--- src/hdl/cacs_pkg.sv ---
// Shared types and constants for the cycle-aligned sample capture block.
package cacs_pkg;

  // Capture geometry.
  localparam int NUM_BUFFERS  = 8;
  localparam int BUFFER_DEPTH = 256;
  localparam int SAMPLE_BITS  = 12;

  // Derived widths.
  localparam int BUF_IDX_W   = (NUM_BUFFERS > 1) ? $clog2(NUM_BUFFERS) : 1;
  localparam int BUF_NUM_W   = $clog2(NUM_BUFFERS + 1);
  localparam int DEPTH_IDX_W = $clog2(BUFFER_DEPTH);
  localparam int LEN_W       = DEPTH_IDX_W + 1;
  localparam int STORE_DEPTH = NUM_BUFFERS * BUFFER_DEPTH;
  localparam int STORE_ADDR_W = BUF_IDX_W + DEPTH_IDX_W;

  // Configuration register.
  localparam int          PERIOD_W     = 16;
  localparam logic [15:0] PERIOD_RESET = 16'd200;

  // Result queue.
  localparam int OUT_FIFO_DEPTH = 3;
  localparam int FIFO_PTR_W     = $clog2(OUT_FIFO_DEPTH);
  localparam int FIFO_LVL_W     = $clog2(OUT_FIFO_DEPTH + 1);

  typedef enum logic [1:0] {
    CMD_POLL  = 2'd0,
    CMD_CLEAR = 2'd1,
    CMD_READ  = 2'd2,
    CMD_NONE  = 2'd3
  } cmd_e;

  typedef enum logic [3:0] {
    PH_START    = 4'b0001,
    PH_SAMPLING = 4'b0010,
    PH_WAITING  = 4'b0100,
    PH_EOC      = 4'b1000
  } phase_e;

  // One input word.
  typedef struct packed {
    logic [1:0]  command;
    logic        new_cycle;
    logic        timer_tick;
    logic [11:0] adc_sample;
    logic [2:0]  read_cycle;
    logic [7:0]  read_index;
  } in_word_t;

  // One result word.
  typedef struct packed {
    logic        end_of_capture;
    logic [11:0] read_data;
    logic [8:0]  read_length;
    logic        overflow;
  } out_word_t;

endpackage

--- src/hdl/cacs_out_if.sv ---
// Valid/ready channel carrying result words.
interface cacs_out_if;
  logic                valid;
  logic                ready;
  cacs_pkg::out_word_t data;

  modport source (output valid, output data, input ready);
  modport sink   (input valid, input data, output ready);
endinterface

--- src/hdl/cacs_out_fifo.sv ---
// Small result queue that decouples the capture core from the receiver.
module cacs_out_fifo (
  input  logic                                  clk_i,
  input  logic                                  rst_ni,
  input  logic                                  push_i,
  input  cacs_pkg::out_word_t                   push_data_i,
  output logic [cacs_pkg::FIFO_LVL_W-1:0]       level_o,
  cacs_out_if.source                            out_o
);

  cacs_pkg::out_word_t                   entry_q [cacs_pkg::OUT_FIFO_DEPTH];
  logic [cacs_pkg::FIFO_PTR_W-1:0]       wr_ptr_q, wr_ptr_d;
  logic [cacs_pkg::FIFO_PTR_W-1:0]       rd_ptr_q, rd_ptr_d;
  logic [cacs_pkg::FIFO_LVL_W-1:0]       level_q, level_d;
  logic                                  pop;

  localparam logic [cacs_pkg::FIFO_PTR_W-1:0] LastPtr =
    cacs_pkg::FIFO_PTR_W'(cacs_pkg::OUT_FIFO_DEPTH - 1);

  assign pop = out_o.valid && out_o.ready;

  // Pointer and level bookkeeping.
  always_comb begin
    wr_ptr_d = wr_ptr_q;
    rd_ptr_d = rd_ptr_q;
    level_d  = level_q;
    if (push_i) begin
      wr_ptr_d = (wr_ptr_q == LastPtr) ? '0 : wr_ptr_q + 1'b1;
    end
    if (pop) begin
      rd_ptr_d = (rd_ptr_q == LastPtr) ? '0 : rd_ptr_q + 1'b1;
    end
    if (push_i && !pop) begin
      level_d = level_q + 1'b1;
    end else if (pop && !push_i) begin
      level_d = level_q - 1'b1;
    end
  end

  always_ff @(posedge clk_i or negedge rst_ni) begin
    if (!rst_ni) begin
      wr_ptr_q <= '0;
      rd_ptr_q <= '0;
      level_q  <= '0;
    end else begin
      wr_ptr_q <= wr_ptr_d;
      rd_ptr_q <= rd_ptr_d;
      level_q  <= level_d;
    end
  end

  // Entry storage.
  always_ff @(posedge clk_i) begin
    if (push_i) begin
      entry_q[wr_ptr_q] <= push_data_i;
    end
  end

  assign out_o.valid = (level_q != '0);
  assign out_o.data  = entry_q[rd_ptr_q];
  assign level_o     = level_q;

  // The core must never push into a full queue.
  assert property (@(posedge clk_i) disable iff (!rst_ni)
    push_i |-> (level_q != cacs_pkg::FIFO_LVL_W'(cacs_pkg::OUT_FIFO_DEPTH)) || pop)
    else $error("result queue overrun");

endmodule

--- src/flat_wrapper.sv ---
// flat-port wrapper written by rule: the top's interface ports become plain ports
module cacs_out_fifo_flat 
  (clk_i, rst_ni, push_i, push_data_i, level_o, out_o_valid, out_o_data, out_o_ready);
  cacs_out_if out_o_i ();
  input  logic clk_i;
  input  logic rst_ni;
  input  logic push_i;
  input  cacs_pkg::out_word_t push_data_i;
  output logic [cacs_pkg::FIFO_LVL_W-1:0] level_o;
  output wire logic [$bits(out_o_i.valid)-1:0] out_o_valid;
  output wire logic [$bits(out_o_i.data)-1:0] out_o_data;
  input wire logic [$bits(out_o_i.ready)-1:0] out_o_ready;
  assign out_o_valid = out_o_i.valid;
  assign out_o_data = out_o_i.data;
  assign out_o_i.ready = out_o_ready;
  cacs_out_fifo u_core (.clk_i(clk_i), .rst_ni(rst_ni), .push_i(push_i), .push_data_i(push_data_i), .level_o(level_o), .out_o(out_o_i));
endmodule
--- config.mk ---
export PLATFORM = sky130hd
export DESIGN_NAME = cacs_out_fifo_flat
export DESIGN_NICKNAME = d
export VERILOG_FILES = /design/src/hdl/cacs_pkg.sv /design/src/hdl/cacs_out_if.sv /design/src/hdl/cacs_out_fifo.sv /design/src/flat_wrapper.sv
export SDC_FILE = /design/constraint.sdc
export NUM_CORES = 1
export LEC_CHECK = 0
export ABC_AREA = 1
export BUFFER_PORTS_ARGS = -buffer_cell sky130_fd_sc_hd__buf_2
export CAP_MARGIN = 20
export CORE_ASPECT_RATIO = 0.8
export CORE_MARGIN = 10
export CORE_UTILIZATION = 50
export DETAILED_ROUTE_END_ITERATION = 10
export PLACE_DENSITY = 0.78
export SETUP_SLACK_MARGIN = 0.3
export SYNTH_ARGS = -nofsm -noshare
export SYNTH_HDL_FRONTEND = slang
export SYNTH_SLANG_ARGS = --single-unit
export TNS_END_PERCENT = 5
--- constraint.sdc ---
create_clock -name clk_i -period 2.7 [get_ports clk_i]
set_input_delay 0.81 -clock clk_i [delete_from_list [all_inputs] [get_ports clk_i]]
set_output_delay 0.81 -clock clk_i [all_outputs]
set_load 0.05 [all_outputs]
==> metrics.log <==
INFO  metric outcome = finished, final reports clean
INFO  metric cp-endpoint = out_o_data[8]
INFO  metric worst-r2r-setup-slack = 1.26 ns
INFO  metric tns = 0 ns
INFO  metric post-route-period-util = 0.881
INFO  metric cts.htree.levels = 3
INFO  metric met2RoutedLength = 2640 µm
INFO  metric timing.critical_path.max_delay_family = flip-flops
INFO  metric achievable-frequency = 0.420 GHz
INFO  metric cp_cell_sequence = nor2_4, buf_4, nand2_1, nand3_1, buf_2
INFO  metric cts-hold-fix-buffers = 0
INFO  metric crit_start = u_core.rd_ptr_q[1]$_DFFE_PN0P_
INFO  metric reg_to_reg_critical_path_startpoint = u_core.wr_ptr_q[0]$_DFFE_PN0P_
INFO  metric area_growth = 30.7%
INFO  metric setup.worst_path.end_class = primary output
INFO  metric sinks_on_clock_net = 75
INFO  metric synth-seq-area-share = 0.794
INFO  metric clk_transition_reported_paths = 0.08 ns
INFO  metric ios = between 50 and 60
INFO  metric postSynthNetCount = around 240
INFO  metric number_of_cells_after_detailed_placement = 334
INFO  metric numPortBuffers = 52
INFO  metric drtIter0Drc = 73
INFO  metric maxSlewViolCount = 0
INFO  metric reg2regPathDepth = 4
INFO  metric die_area = 9010 µm²
INFO  metric non_filler_instances = 362
INFO  metric slew_headroom = 0.755
INFO  metric cap_violations = 0
INFO  metric fin_nets = around 310
INFO  metric dieWidth = 104 µm
INFO  metric gr_usage_total = 0.128
INFO  metric setup-violations-final = 0
INFO  metric diodes = 0
INFO  metric clock_skews = ~0.0096 ns
INFO  metric finish.instance_area = 3660 µm²
INFO  metric timing_worst_setup_path_type = reg -> out
INFO  metric drive_gt1_frac = 0.342
INFO  metric grt_antenna_before_repair = 0
INFO  metric cts_tree = built
INFO  metric cp_num_cells = 5
INFO  metric largest_net_degree_at_the_start_of_global_routing = 21
INFO  metric synth.avg_cell_area = between 10 and 15 µm²
INFO  metric y_dimension_of_the_die = 86.9 µm
INFO  metric wl_per_cell = between 15 and 20 µm
INFO  metric synth_seq_cells = 75
INFO  metric hold_path_class = in -> async
INFO  metric timing.rr.end = u_core.entry_q[0][16]$_DFFE_PP_
INFO  metric cts_made_buffers = 9
INFO  metric post-dp-hpwl = about 3500 µm
INFO  metric post-route-util = 0.673
INFO  metric global_route.overflow_total = 0
INFO  metric timing.critical_path.fanout_max = 7
INFO  metric cp_slowest_cell = sky130_fd_sc_hd__dfrtp_2
INFO  metric cts_buffer_depth = 2
INFO  metric hold_viol_final = 0
INFO  metric timing.final.crit_period = 2.38 ns
INFO  metric synth_warnings = 0
INFO  metric rsz_0062_raised_after_global_routing = true
INFO  metric core = 5440 µm²
INFO  metric rows = 24
INFO  metric met3_length = 421 µm
INFO  metric grt_first_pass_wirelength = approximately 9000 µm
INFO  metric final_antenna_net_count = 0
INFO  metric max_slew.worst_pin.slew = approximately 0.37 ns
INFO  metric syn_inst = 207
INFO  metric clkLatencyLatePin = 0.34 ns
INFO  metric synth_cell_types = 14
INFO  metric avgViaCountPerCell = 4.82
INFO  metric cp.required = 1.89 ns
INFO  metric postPlaceCellArea = about 3200 µm²
INFO  metric vias = 1744
INFO  metric first_global_vias = 1737
INFO  metric start_util = 0.515
INFO  metric drtPass1Iterations = 5
INFO  metric detailed_route_wire_length = ~5700 µm
INFO  metric drc = 0
INFO  metric gpl_congestion = 0.737
INFO  metric netlist_area = 2800 µm²
INFO  metric wl_met1 = around 2600 µm
INFO  metric cp_data_arrival_time = 1.57 ns
INFO  metric worst_setup_path_start_kind = register
INFO  metric combined_buffer_and_inverter_count_along_the_critical_path = 2
INFO  metric clockRootBuffer = sky130_fd_sc_hd__clkbuf_8
INFO  metric max_layer_used = met4
INFO  metric slowest_delay = 0.51 ns
-- cell usage after synthesis --
cell type                  count  area [µm²]
sky130_fd_sc_hd__nand2_1      80         300
sky130_fd_sc_hd__nand3_1      28         140
sky130_fd_sc_hd__nand4_1       1        6.26
sky130_fd_sc_hd__nor2_4        2        22.5
sky130_fd_sc_hd__inv_2         1        3.75
sky130_fd_sc_hd__inv_1         8        30.0
sky130_fd_sc_hd__xnor2_1       1        8.76
sky130_fd_sc_hd__ha_1          1        12.5
sky130_fd_sc_hd__o21ai_0       2        10.0
sky130_fd_sc_hd__buf_4         2        15.0
sky130_fd_sc_hd__buf_2         5        25.0
sky130_fd_sc_hd__dfrtp_1       6         150
sky130_fd_sc_hd__edfxtp_1     69        2070
sky130_fd_sc_hd__nor2_1        1        3.75
-- how the worst min path moves through the flow --
stage / to / slack, ns / cells after the start
6_report: u_core.wr_ptr_q[0]$_DFFE_PN0P_ / 0.28 / 1
3_3_place_gp: u_core.level_o[1]$_DFFE_PN0P_ / 0.49 / 2
4_1_cts: u_core.wr_ptr_q[0]$_DFFE_PN0P_ / 0.26 / 1
5_1_grt: u_core.wr_ptr_q[0]$_DFFE_PN0P_ / 0.27 / 1
3_5_place_dp: u_core.level_o[1]$_DFFE_PN0P_ / 0.49 / 2
2_1_floorplan: u_core.wr_ptr_q[1]$_DFFE_PN0P_ / 0.50 / 2
-- kinds of logic (layout without fill, tap and decap cells) --
| logic type | Yosys count | in the layout | share of synthesized area |
|---|---|---|---|
| simple gates | 112 | 114 | 0.169 |
| fa+ha+maj | 1 | 1 | 0.00447 |
| compound gates | 2 | 2 | 0.00357 |
| xor+xnor | 1 | 1 | 0.00313 |
| buf+inv | 16 | 91 | 0.0264 |
| flops | 75 | 75 | 0.794 |
-- state kept, by name (all words and copies together), names as in the netlist --
register / count
u_core.rd_ptr_q: 2
u_core.wr_ptr_q: 2
u_core.entry_q: 69
u_core.level_o: 2
-- through the flow --
| stage | hold WS [ns] | setup WS [ns] |
|---|---|---|
| after CTS | 0.260 | 0.229 |
| after global routing | 0.273 | 0.259 |
| after global placement | 0.485 | 0.398 |
| after detailed placement | 0.491 | 0.327 |
| final | 0.278 | 0.321 |
| after floorplan | 0.502 | 0.454 |
-- layer usage --
layer / GRT usage / vias up
met4: 0.0454 / 0
met2: 0.197 / 72
met5: 0 / -
met1: 0.160 / 798
met3: 0.0533 / 7
li1: - / 867
-- worst register-to-register path, cell delays in order (launching register included) --
cell and delay [ns]:
sky130_fd_sc_hd__dfrtp_1 0.39, sky130_fd_sc_hd__inv_1 0.09, sky130_fd_sc_hd__nand3_1 0.09, sky130_fd_sc_hd__inv_1 0.22, sky130_fd_sc_hd__buf_4 0.33
-- cell usage in the layout (no fill, tap or decap) --
master,n
sky130_fd_sc_hd__buf_12,4
sky130_fd_sc_hd__buf_2,33
sky130_fd_sc_hd__buf_4,6
sky130_fd_sc_hd__buf_6,11
sky130_fd_sc_hd__buf_8,5
sky130_fd_sc_hd__bufinv_16,1
sky130_fd_sc_hd__clkbuf_1,1
sky130_fd_sc_hd__clkbuf_4,7
sky130_fd_sc_hd__clkbuf_8,9
sky130_fd_sc_hd__clkinv_2,1
sky130_fd_sc_hd__clkinv_4,1
sky130_fd_sc_hd__clkinvlp_4,3
sky130_fd_sc_hd__dfrtp_1,4
sky130_fd_sc_hd__dfrtp_2,2
sky130_fd_sc_hd__edfxtp_1,69
sky130_fd_sc_hd__ha_1,1
sky130_fd_sc_hd__inv_1,8
sky130_fd_sc_hd__inv_2,1
sky130_fd_sc_hd__nand2_1,79
sky130_fd_sc_hd__nand2_2,1
sky130_fd_sc_hd__nand3_1,21
sky130_fd_sc_hd__nand3_2,7
sky130_fd_sc_hd__nand4_1,1
sky130_fd_sc_hd__nor2_2,1
sky130_fd_sc_hd__nor2_4,4
sky130_fd_sc_hd__o21ai_0,2
sky130_fd_sc_hd__xnor2_1,1
-- repair_timing --
action	in CTS	in global routing
setup buffers	8	2
gates resized for setup	9	50
pin swaps	3	2
gates cloned	2	0
setup endpoints to repair	23	23
-- cell type report --
| type | count | area (µm²) |
|---|---|---|
| inverter | 9 | 33.8 |
| fill | 378 | 1780 |
| multi-input combinational | 118 | 567 |
| clock buffer | 10 | 128 |
| timing repair buffer | 66 | 542 |
| tap | 78 | 97.6 |
| clock inverter | 6 | 66.3 |
| sequential | 75 | 2220 |
Power is left out: the tool's default activity adds up to more than one toggle a clock period on the data nets, which glitch-free logic cannot reach.
